==> src/rtl/core/rmsng_pkg.sv <==
// Shared constants, codes and types of the RMS noise gate.
package rmsng_pkg;

   // Sample format and window sizing
   localparam int SAMPLE_BITS = 24;
   localparam int MAX_WINDOW  = 1024;
   localparam int CNT_W       = $clog2(MAX_WINDOW);
   localparam int LEN_W       = 11;
   localparam int SQ_W        = 2 * SAMPLE_BITS;
   localparam int SUM_W       = 56;
   localparam int STEP_W      = 16;

   // Gain is unsigned Q1.24, the ramp increment a signed Q1.24 value
   localparam int GAIN_FRAC   = 24;
   localparam int GAIN_W      = GAIN_FRAC + 1;
   localparam int INC_W       = GAIN_W + 1;
   localparam int DIV_CNT_W   = $clog2(GAIN_W);
   localparam logic [GAIN_W-1:0] GAIN_ONE = GAIN_W'(1) << GAIN_FRAC;

   // Queue between the front and the back
   localparam int QUEUE_DEPTH = 4;
   localparam int QPTR_W      = $clog2(QUEUE_DEPTH);

   // Configuration register indexes
   localparam int CSR_IDX_W  = 2;
   localparam int CSR_DATA_W = SUM_W;
   localparam logic [CSR_IDX_W-1:0] CSR_WINDOW_LEN    = 2'd0;
   localparam logic [CSR_IDX_W-1:0] CSR_SUMSQ_THRESH  = 2'd1;
   localparam logic [CSR_IDX_W-1:0] CSR_ATTACK_STEPS  = 2'd2;
   localparam logic [CSR_IDX_W-1:0] CSR_RELEASE_STEPS = 2'd3;

   // Configuration reset values
   localparam logic [LEN_W-1:0]  WINDOW_LEN_RST    = 11'd48;
   localparam logic [SUM_W-1:0]  SUMSQ_THRESH_RST  = 56'd337769972;
   localparam logic [STEP_W-1:0] ATTACK_STEPS_RST  = 16'd480;
   localparam logic [STEP_W-1:0] RELEASE_STEPS_RST = 16'd4800;

   typedef struct packed {
      logic signed [SAMPLE_BITS-1:0] sample;
      logic                          win_end;
      logic                          open_gate;
   } queue_item_type;

   typedef struct packed {
      logic [LEN_W-1:0] window_len;
      logic [SUM_W-1:0] threshold;
   } front_cfg_type;

   typedef struct packed {
      logic [STEP_W-1:0] attack_steps;
      logic [STEP_W-1:0] release_steps;
   } back_cfg_type;

endpackage

==> src/rtl/core/rms_noise_gate.sv <==
// Top level of the block-RMS noise gate with linear gain ramp.
// Block-RMS noise gate. Every sample transferred in on push/full yields exactly one
// result on empty/pop: the sample times the current gain (Q1.24), floored to Q1.23,
// plus the latest gate decision. A front section squares each sample and adds it to
// a saturating 56-bit window sum; after window_len samples the sum is compared
// (strictly greater) with sumsq_threshold to open or close the gate. A four-entry
// queue hands the samples to a back section, which at a window end divides the
// distance to the new gain target by attack_steps or release_steps (one quotient bit
// per cycle), then steps the gain, multiplies and loads the result register. An
// ordinary sample passes the ramp, multiply and output states; a sample that ends a
// window first runs the 25-step serial divider and a sign state. The back takes the
// next sample only after loading the result register. Write the configuration
// registers only while the block is idle; all reset to their defaults.
module rms_noise_gate (
   input  logic                                      clock,
   input  logic                                      reset,
   input  logic                                      push,
   output logic                                      full,
   input  logic signed [rmsng_pkg::SAMPLE_BITS-1:0]  req_sample_in,
   output logic                                      empty,
   input  logic                                      pop,
   output logic signed [rmsng_pkg::SAMPLE_BITS-1:0]  rsp_sample_out,
   output logic                                      rsp_gate_open,
   input  logic                                      csr_we,
   input  logic [rmsng_pkg::CSR_IDX_W-1:0]           csr_index,
   input  logic [rmsng_pkg::CSR_DATA_W-1:0]          csr_wdata
);

   rmsng_pkg::front_cfg_type  front_cfg_ff;
   rmsng_pkg::back_cfg_type   back_cfg_ff;
   rmsng_pkg::queue_item_type q_push_item, q_pop_item;
   logic                      q_push, q_full, q_pop, q_empty;

   // Configuration registers: take the low bits of the write data
   always_ff @(posedge clock) begin
      if (reset) begin
         front_cfg_ff.window_len    <= rmsng_pkg::WINDOW_LEN_RST;
         front_cfg_ff.threshold     <= rmsng_pkg::SUMSQ_THRESH_RST;
         back_cfg_ff.attack_steps   <= rmsng_pkg::ATTACK_STEPS_RST;
         back_cfg_ff.release_steps  <= rmsng_pkg::RELEASE_STEPS_RST;
      end else if (csr_we) begin
         case (csr_index)
            rmsng_pkg::CSR_WINDOW_LEN:
               front_cfg_ff.window_len <= csr_wdata[rmsng_pkg::LEN_W-1:0];
            rmsng_pkg::CSR_SUMSQ_THRESH:
               front_cfg_ff.threshold <= csr_wdata[rmsng_pkg::SUM_W-1:0];
            rmsng_pkg::CSR_ATTACK_STEPS:
               back_cfg_ff.attack_steps <= csr_wdata[rmsng_pkg::STEP_W-1:0];
            rmsng_pkg::CSR_RELEASE_STEPS:
               back_cfg_ff.release_steps <= csr_wdata[rmsng_pkg::STEP_W-1:0];
            default: begin
            end
         endcase
      end
   end

   // Front: classify each sample as window end or not, with its decision
   rmsng_front u_front (
      .clock     (clock),
      .reset     (reset),
      .cfg       (front_cfg_ff),
      .push      (push),
      .full      (full),
      .sample_in (req_sample_in),
      .q_push    (q_push),
      .q_full    (q_full),
      .q_item    (q_push_item)
   );

   // Decouple the front from the multi-cycle back
   rmsng_queue u_queue (
      .clock     (clock),
      .reset     (reset),
      .push      (q_push),
      .full      (q_full),
      .push_item (q_push_item),
      .pop       (q_pop),
      .empty     (q_empty),
      .pop_item  (q_pop_item)
   );

   // Back: ramp, multiply and hold the result until it is transferred out
   rmsng_back u_back (
      .clock         (clock),
      .reset         (reset),
      .cfg           (back_cfg_ff),
      .q_pop         (q_pop),
      .q_empty       (q_empty),
      .q_item        (q_pop_item),
      .rsp_empty     (empty),
      .rsp_pop       (pop),
      .rsp_sample    (rsp_sample_out),
      .rsp_gate_open (rsp_gate_open)
   );

   // The front never pushes into a full queue
   assert property (@(posedge clock) disable iff (reset) !(q_push && q_full))
      else $error("front pushed into a full queue");

   // The back never pops an empty queue
   assert property (@(posedge clock) disable iff (reset) !(q_pop && q_empty))
      else $error("back popped an empty queue");

   // Reset leaves no result pending
   assert property (@(posedge clock) reset |=> empty)
      else $error("result pending after reset");

endmodule

==> src/rtl/core/rmsng_queue.sv <==
// Short flip-flop queue of classified samples between front and back.
module rmsng_queue (
   input  logic                      clock,
   input  logic                      reset,
   input  logic                      push,
   output logic                      full,
   input  rmsng_pkg::queue_item_type push_item,
   input  logic                      pop,
   output logic                      empty,
   output rmsng_pkg::queue_item_type pop_item
);

   rmsng_pkg::queue_item_type           slot_ff [rmsng_pkg::QUEUE_DEPTH];
   logic [rmsng_pkg::QPTR_W-1:0]        wr_ptr_ff, wr_ptr_in;
   logic [rmsng_pkg::QPTR_W-1:0]        rd_ptr_ff, rd_ptr_in;
   logic [rmsng_pkg::QPTR_W:0]          count_ff, count_in;
   logic                                do_push, do_pop;

   assign full     = (count_ff == (rmsng_pkg::QPTR_W+1)'(rmsng_pkg::QUEUE_DEPTH));
   assign empty    = (count_ff == '0);
   assign do_push  = push && !full;
   assign do_pop   = pop && !empty;
   assign pop_item = slot_ff[rd_ptr_ff];

   always_comb begin
      wr_ptr_in = do_push ? wr_ptr_ff + 1'b1 : wr_ptr_ff;
      rd_ptr_in = do_pop ? rd_ptr_ff + 1'b1 : rd_ptr_ff;
      count_in  = count_ff;
      if (do_push && !do_pop) begin
         count_in = count_ff + 1'b1;
      end else if (do_pop && !do_push) begin
         count_in = count_ff - 1'b1;
      end
   end

   always_ff @(posedge clock) begin
      if (reset) begin
         wr_ptr_ff <= '0;
         rd_ptr_ff <= '0;
         count_ff  <= '0;
      end else begin
         wr_ptr_ff <= wr_ptr_in;
         rd_ptr_ff <= rd_ptr_in;
         count_ff  <= count_in;
      end
   end

   always_ff @(posedge clock) begin
      if (do_push) begin
         slot_ff[wr_ptr_ff] <= push_item;
      end
   end

endmodule

==> src/rtl/core/rmsng_front.sv <==
// Front: square, window accumulate and gate decision per accepted sample.
module rmsng_front (
   input  logic                                 clock,
   input  logic                                 reset,
   input  rmsng_pkg::front_cfg_type             cfg,
   input  logic                                 push,
   output logic                                 full,
   input  logic signed [rmsng_pkg::SAMPLE_BITS-1:0] sample_in,
   output logic                                 q_push,
   input  logic                                 q_full,
   output rmsng_pkg::queue_item_type            q_item
);

   logic                                    advance;
   logic                                    a_valid_ff, b_valid_ff;
   logic signed [rmsng_pkg::SAMPLE_BITS-1:0] a_sample_ff, b_sample_ff;
   logic signed [rmsng_pkg::SQ_W-1:0]       sq_signed;
   logic [rmsng_pkg::SQ_W-1:0]              sq_ff;
   logic [rmsng_pkg::SUM_W-1:0]             sum_ff, sum_in, sum_sat;
   logic [rmsng_pkg::SUM_W:0]               sum_add;
   logic [rmsng_pkg::CNT_W-1:0]             cnt_ff, cnt_in;
   logic [rmsng_pkg::LEN_W-1:0]             cnt_next, len_eff;
   logic                                    win_end, open_gate;

   // Stall the whole front while the decided sample cannot enter the queue
   assign advance   = !(b_valid_ff && q_full);
   assign full      = !advance;
   assign sq_signed = a_sample_ff * a_sample_ff;

   always_comb begin
      if (cfg.window_len == '0) begin
         len_eff = rmsng_pkg::LEN_W'(1);
      end else if (cfg.window_len > rmsng_pkg::LEN_W'(rmsng_pkg::MAX_WINDOW)) begin
         len_eff = rmsng_pkg::LEN_W'(rmsng_pkg::MAX_WINDOW);
      end else begin
         len_eff = cfg.window_len;
      end
      sum_add   = {1'b0, sum_ff} + (rmsng_pkg::SUM_W+1)'(sq_ff);
      sum_sat   = sum_add[rmsng_pkg::SUM_W] ? '1 : sum_add[rmsng_pkg::SUM_W-1:0];
      cnt_next  = rmsng_pkg::LEN_W'(cnt_ff) + rmsng_pkg::LEN_W'(1);
      win_end   = (cnt_next >= len_eff);
      open_gate = (sum_sat > cfg.threshold);
      sum_in    = win_end ? '0 : sum_sat;
      cnt_in    = win_end ? '0 : cnt_next[rmsng_pkg::CNT_W-1:0];
   end

   assign q_push           = b_valid_ff && advance;
   assign q_item.sample    = b_sample_ff;
   assign q_item.win_end   = win_end;
   assign q_item.open_gate = open_gate;

   always_ff @(posedge clock) begin
      if (reset) begin
         a_valid_ff <= 1'b0;
         b_valid_ff <= 1'b0;
         sum_ff     <= '0;
         cnt_ff     <= '0;
      end else if (advance) begin
         a_valid_ff <= push;
         b_valid_ff <= a_valid_ff;
         if (b_valid_ff) begin
            sum_ff <= sum_in;
            cnt_ff <= cnt_in;
         end
      end
   end

   always_ff @(posedge clock) begin
      if (advance) begin
         a_sample_ff <= sample_in;
         b_sample_ff <= a_sample_ff;
         sq_ff       <= $unsigned(sq_signed);
      end
   end

endmodule

==> src/rtl/core/rmsng_back.sv <==
// Back: ramp increment division, gain ramp, gain multiply and result register.
module rmsng_back (
   input  logic                                  clock,
   input  logic                                  reset,
   input  rmsng_pkg::back_cfg_type               cfg,
   output logic                                  q_pop,
   input  logic                                  q_empty,
   input  rmsng_pkg::queue_item_type             q_item,
   output logic                                  rsp_empty,
   input  logic                                  rsp_pop,
   output logic signed [rmsng_pkg::SAMPLE_BITS-1:0] rsp_sample,
   output logic                                  rsp_gate_open
);

   localparam int PROD_W = rmsng_pkg::SAMPLE_BITS + rmsng_pkg::GAIN_W + 1;

   localparam logic [2:0] ST_IDLE = 3'd0;
   localparam logic [2:0] ST_DIV  = 3'd1;
   localparam logic [2:0] ST_SIGN = 3'd2;
   localparam logic [2:0] ST_RAMP = 3'd3;
   localparam logic [2:0] ST_MUL  = 3'd4;
   localparam logic [2:0] ST_OUT  = 3'd5;

   logic [2:0]                               state_ff, state_in;
   logic signed [rmsng_pkg::SAMPLE_BITS-1:0] sample_ff;
   logic                                     open_ff, open_in;
   logic [rmsng_pkg::GAIN_W-1:0]             gain_ff, gain_in;
   logic signed [rmsng_pkg::INC_W-1:0]       inc_ff, inc_in;
   logic                                     neg_ff, mag_nz_ff;
   logic [rmsng_pkg::GAIN_W-1:0]             dq_ff, dq_in;
   logic [rmsng_pkg::STEP_W-1:0]             rem_ff, rem_in;
   logic [rmsng_pkg::STEP_W-1:0]             divisor_ff, steps_eff;
   logic [rmsng_pkg::DIV_CNT_W-1:0]          bit_cnt_ff;
   logic signed [PROD_W-1:0]                 prod_ff;
   logic                                     rsp_valid_ff;
   logic signed [rmsng_pkg::SAMPLE_BITS-1:0] rsp_sample_ff;
   logic                                     rsp_open_ff;

   logic [rmsng_pkg::GAIN_W-1:0]             new_target, cur_target;
   logic signed [rmsng_pkg::INC_W-1:0]       new_diff, cur_diff, gain_sum;
   logic [rmsng_pkg::INC_W-1:0]              new_abs, cur_abs, inc_abs;
   logic [rmsng_pkg::STEP_W:0]               shifted, trial;
   logic                                     fits;
   logic [rmsng_pkg::GAIN_W-1:0]             inc_mag;
   logic                                     rsp_load;

   assign q_pop         = (state_ff == ST_IDLE) && !q_empty;
   assign rsp_load      = (state_ff == ST_OUT) && (!rsp_valid_ff || rsp_pop);
   assign rsp_empty     = !rsp_valid_ff;
   assign rsp_sample    = rsp_sample_ff;
   assign rsp_gate_open = rsp_open_ff;

   always_comb begin
      // Decision taken from the queue head
      new_target = q_item.open_gate ? rmsng_pkg::GAIN_ONE : '0;
      new_diff   = $signed({1'b0, new_target}) - $signed({1'b0, gain_ff});
      new_abs    = new_diff[rmsng_pkg::INC_W-1] ? -new_diff : new_diff;
      steps_eff  = q_item.open_gate ? cfg.attack_steps : cfg.release_steps;
      if (steps_eff == '0) begin
         steps_eff = rmsng_pkg::STEP_W'(1);
      end

      // One restoring division step per cycle
      shifted = {rem_ff, dq_ff[rmsng_pkg::GAIN_W-1]};
      trial   = shifted - {1'b0, divisor_ff};
      fits    = (shifted >= {1'b0, divisor_ff});
      rem_in  = fits ? trial[rmsng_pkg::STEP_W-1:0] : shifted[rmsng_pkg::STEP_W-1:0];
      dq_in   = {dq_ff[rmsng_pkg::GAIN_W-2:0], fits};

      // Truncated quotient, forced to one unit when it would stall the ramp
      inc_mag = (dq_ff == '0 && mag_nz_ff) ? rmsng_pkg::GAIN_W'(1) : dq_ff;
      inc_in  = neg_ff ? -$signed({1'b0, inc_mag}) : $signed({1'b0, inc_mag});

      // Ramp step with snap to target
      cur_target = open_ff ? rmsng_pkg::GAIN_ONE : '0;
      cur_diff   = $signed({1'b0, cur_target}) - $signed({1'b0, gain_ff});
      cur_abs    = cur_diff[rmsng_pkg::INC_W-1] ? -cur_diff : cur_diff;
      inc_abs    = inc_ff[rmsng_pkg::INC_W-1] ? -inc_ff : inc_ff;
      gain_sum   = $signed({1'b0, gain_ff}) + inc_ff;
      gain_in    = (cur_abs < inc_abs) ? cur_target : gain_sum[rmsng_pkg::GAIN_W-1:0];

      open_in  = open_ff;
      state_in = state_ff;
      case (state_ff)
         ST_IDLE: begin
            if (!q_empty) begin
               if (q_item.win_end) begin
                  open_in  = q_item.open_gate;
                  state_in = ST_DIV;
               end else begin
                  state_in = ST_RAMP;
               end
            end
         end
         ST_DIV: begin
            if (bit_cnt_ff == rmsng_pkg::DIV_CNT_W'(rmsng_pkg::GAIN_W - 1)) begin
               state_in = ST_SIGN;
            end
         end
         ST_SIGN: state_in = ST_RAMP;
         ST_RAMP: state_in = ST_MUL;
         ST_MUL:  state_in = ST_OUT;
         ST_OUT: begin
            if (rsp_load) begin
               state_in = ST_IDLE;
            end
         end
         default: state_in = ST_IDLE;
      endcase
   end

   always_ff @(posedge clock) begin
      if (reset) begin
         state_ff     <= ST_IDLE;
         open_ff      <= 1'b0;
         gain_ff      <= '0;
         inc_ff       <= '0;
         rsp_valid_ff <= 1'b0;
      end else begin
         state_ff <= state_in;
         open_ff  <= open_in;
         if (state_ff == ST_SIGN) begin
            inc_ff <= inc_in;
         end
         if (state_ff == ST_RAMP) begin
            gain_ff <= gain_in;
         end
         if (rsp_load) begin
            rsp_valid_ff <= 1'b1;
         end else if (rsp_pop) begin
            rsp_valid_ff <= 1'b0;
         end
      end
   end

   always_ff @(posedge clock) begin
      if (q_pop) begin
         sample_ff  <= q_item.sample;
         neg_ff     <= new_diff[rmsng_pkg::INC_W-1];
         mag_nz_ff  <= (new_abs != '0);
         dq_ff      <= new_abs[rmsng_pkg::GAIN_W-1:0];
         rem_ff     <= '0;
         divisor_ff <= steps_eff;
         bit_cnt_ff <= '0;
      end else if (state_ff == ST_DIV) begin
         dq_ff      <= dq_in;
         rem_ff     <= rem_in;
         bit_cnt_ff <= bit_cnt_ff + 1'b1;
      end
      if (state_ff == ST_MUL) begin
         prod_ff <= sample_ff * $signed({1'b0, gain_ff});
      end
      if (rsp_load) begin
         rsp_sample_ff <= prod_ff[rmsng_pkg::GAIN_FRAC+rmsng_pkg::SAMPLE_BITS-1:
                                  rmsng_pkg::GAIN_FRAC];
         rsp_open_ff   <= open_ff;
      end
   end

endmodule

==> config.mk <==
export PLATFORM = sky130hd
export DESIGN_NAME = rms_noise_gate
export DESIGN_NICKNAME = d
export VERILOG_FILES = /design/src/rtl/core/rmsng_pkg.sv /design/src/rtl/core/rms_noise_gate.sv /design/src/rtl/core/rmsng_queue.sv /design/src/rtl/core/rmsng_front.sv /design/src/rtl/core/rmsng_back.sv
export SDC_FILE = /design/constraint.sdc
export NUM_CORES = 2
export LEC_CHECK = 0
export BUFFER_PORTS_ARGS = -buffer_cell sky130_fd_sc_hd__buf_2
export CAP_MARGIN = 10
export CORE_MARGIN = 1
export CORE_UTILIZATION = 60
export DETAILED_ROUTE_END_ITERATION = 10
export PLACE_DENSITY = 0.89
export SLEW_MARGIN = 20
export SYNTH_ARGS = -nofsm -noshare
export SYNTH_HDL_FRONTEND = slang
export SYNTH_SLANG_ARGS = --single-unit
==> constraint.sdc <==
create_clock -name clock -period 7.4 [get_ports clock]
set_input_delay 0.74 -clock clock [delete_from_list [all_inputs] [get_ports clock]]
set_output_delay 0.74 -clock clock [all_outputs]
set_load 0.03 [all_outputs]
==> impl_metrics.ini <==
[layout]
drive_above_1_share_pct = 9.795
regArea_um2 = 14500
final_common_cell = inv_1
nNetsFinal = 8942
multiInputGateArea_um2 = 47300
fillers = 7781
finish.utilization_pct = 66.86
final_cell_mix = inv_1, fa_1, nand2_1
fin_area_um2 = 74300
fin_cells = 8801
area_growth_pct = 9.893

[setup_path]
cp_max_fo = 8
slowest_delay_ps = 580
reg2reg_depth = 26
rrSetupSlack_ps = 30
cp_common_cell = fa_1
arrival_ps = 7790
r2r-end = u_front.sq_ff[46]$_DFFE_PN_
cp.required_ps = 7820
cpMaxStageDelayCell = fa_1
start_kind = flop
crit_family = adder cells
crit_buf_inv = 7
regToRegStartpoint = u_front.a_sample_ff[9]$_DFFE_PN_
crit_cells = 26
worstSetupEndpointType = flop
critical_path_class = flop to flop

[die]
die_h_um = 337.7
die_x_um = 337.7
row_count = 122
die-area_um2 = 114000
core_area_um2 = 111100
io_pins = 114
initial_core_util_pct = 60.84

[synthesis]
ys_seq_elements = 567
ys_seq_area_share_pct = 21.44
synth_edf_count = 314
synthArstFlopShare_pct = 0
synth_cell_types = 90
yosys_warnings = 0
synthCells = 7057
syn_nets = 8741
syn_area_um2 = 67610
synth_ff_type = edfxtp_1
syn_avg_cell_area_um2 = 9.581

[route]
wl_per_cell_um = 20.37
viasPerCell = 5.918
firstDrtPassIters = 11
drtIter0Drc = 5170
vias = 52080
drtAntennaViolNets = 0
wl_mm = 179.2
drc_errors = 1

[place]
dp_worst_setup_slack_ps = -247.9
place_area_um2 = 71310
place_hpwl_mm = 138.8
gp_congestion = 0.9642
dp_cells = 8640
placement.io_buffers = 113

[clock_network]
cts-root-buf = clkbuf_16
cts_buffer_depth = 3
cts_hold_buf = 0
numCtsBuffers = 61
htreeDepth = 2
cts_tree = yes
cts.clk_slew.worst_paths_ps = 70
cts.sinks = 567
insertion_delay_ps = 690

[sta]
tightestPinTransition_ps = 1131
max_freq_ghz = 0.1357
maxSlewHeadroom_pct = 24.35
layout_min_cycle_time_ps = 7367
setup_slack_ps = 33.37
clock_skew_ps = 35.54
hold_viol_final = 0
final-setup-viol-count = 0
post-route-period-util_pct = 99.55
maxSlewViolCount = 0

[worst_hold_path]
hold-path-endpoint = u_front.a_sample_ff[18]$_DFFE_PN_
hp-start = req_sample_in[18]
hold_depth = 1
hp-class = primary input to flop

[global_route]
first_global_vias = 56010
grt_pass1_wl_mm = 284.5
grt-ovfl-total = 0
grt_max_degree = 72
antenna_found_initial = 5
grt_use_total_pct = 31.57

[run]
cap_violations = 0

[outcome]
violations = DRC
status = complete, but fails checks
[synth_stat cells (all sizes together) (18+ instances only)]
cell type,count,area [um^2]
a211oi,42,315.3
a21o,97,728.2
a21oi,280,1401
a22o,42,367.9
a31oi,27,168.9
and2,404,2527
and3,38,237.7
buf,21,92.59
clkbuf,277,1040
dfxtp,253,5065
edfxtp,314,9429
fa,1068,21380
ha,529,6619
inv,1371,5146
mux2,18,202.7
mux2i,29,290.3
mux4,26,585.6
nand2,900,3378
nand2b,51,319.1
nand3,64,320.3
nand4,40,250.2
nor2,218,820.8
nor2b,57,356.6
nor3,65,341.6
nor4,23,165.2
o211ai,29,217.7
o21a,28,210.2
o21ai,185,925.9
o21bai,27,202.7
o31ai,22,165.2
or2,18,115.1
or3,22,137.6
xnor2,160,1401
xor2,131,1155
[cell type report]
type | instances | area share (%)
Antenna cell | 3 | 0.01010
Clock buffer | 76 | 2.211
Clock inverter | 39 | 0.6803
Inverter | 1374 | 6.941
Multi-Input combinational cell | 4818 | 63.66
Sequential cell | 567 | 19.52
Tap cell | 1488 | 2.506
Timing Repair Buffer | 436 | 4.474
[cells by family after synthesis]
family	share of synthesized area, %
buf+inv	9.303
flops	21.44
xor+xnor	3.781
mux	1.595
fa+ha+maj	41.41
simple gates	13.94
compound gates	8.535
[routing by layer]
metal	share of wire [%]	GRT usage (%)
met1	35	36.39
met2	51	55.82
met3	8.3	5.518
met4	6.2	16.89
met5	0.015	0
[through the flow]
stage	hold WS [ps]	TNS, ps
final	260.2	0
after global routing	247.9	-497.0
after CTS	245.2	-7.925
after detailed placement	405.2	-701.7
after global placement	403.8	-52.81
after floorplan	400.3	0
[worst max path at each step]
stage,slack [ps],endpoint,from
3_3_place_gp,-50,u_front.sq_ff[45]$_DFFE_PN_,u_front.a_sample_ff[13]$_DFFE_PN_
5_1_grt,-150,u_front.sq_ff[45]$_DFFE_PN_,u_front.a_sample_ff[14]$_DFFE_PN_
6_report,30,u_front.sq_ff[46]$_DFFE_PN_,u_front.a_sample_ff[9]$_DFFE_PN_
4_1_cts,-8,u_front.sq_ff[45]$_DFFE_PN_,u_front.a_sample_ff[4]$_DFFE_PN_
3_5_place_dp,-250,u_back.prod_ff[47]$_DFFE_PN_,u_back.gain_ff[20]$_SDFFE_PP0N_
2_1_floorplan,20,u_front.sq_ff[45]$_DFFE_PN_,u_front.a_sample_ff[20]$_DFFE_PN_
[timing repair]
| action | CTS | global route |
|---|---|---|
| pin swaps | 6 | 58 |
| endpoints found under the setup margin | 7 | 21 |
| setup buffers | 12 | 32 |
| gates resized for setup | 16 | 103 |
| gates cloned | 0 | 1 |
[state kept, by name (all words and copies together) (netlist names), 3 cells and up, named ones only]
register and count:
back_cfg_ff 32, front_cfg_ff 67, u_back.bit_cnt_ff 5, u_back.divisor_ff 16, u_back.dq_ff 25, u_back.gain_ff 25
u_back.inc_ff 26, u_back.prod_ff 24, u_back.rem_ff 16, u_back.rsp_sample 24, u_back.sample_ff 24, u_back.state_ff 3
u_front.a_sample_ff 24, u_front.b_sample_ff 23, u_front.cnt_ff 10, u_front.sq_ff 47, u_front.sum_ff 56, u_queue.count_ff 3
u_queue.slot_ff 104
Power is left out: the tool's default activity adds up to more than one toggle a clock period on the data nets, which glitch-free logic cannot reach.
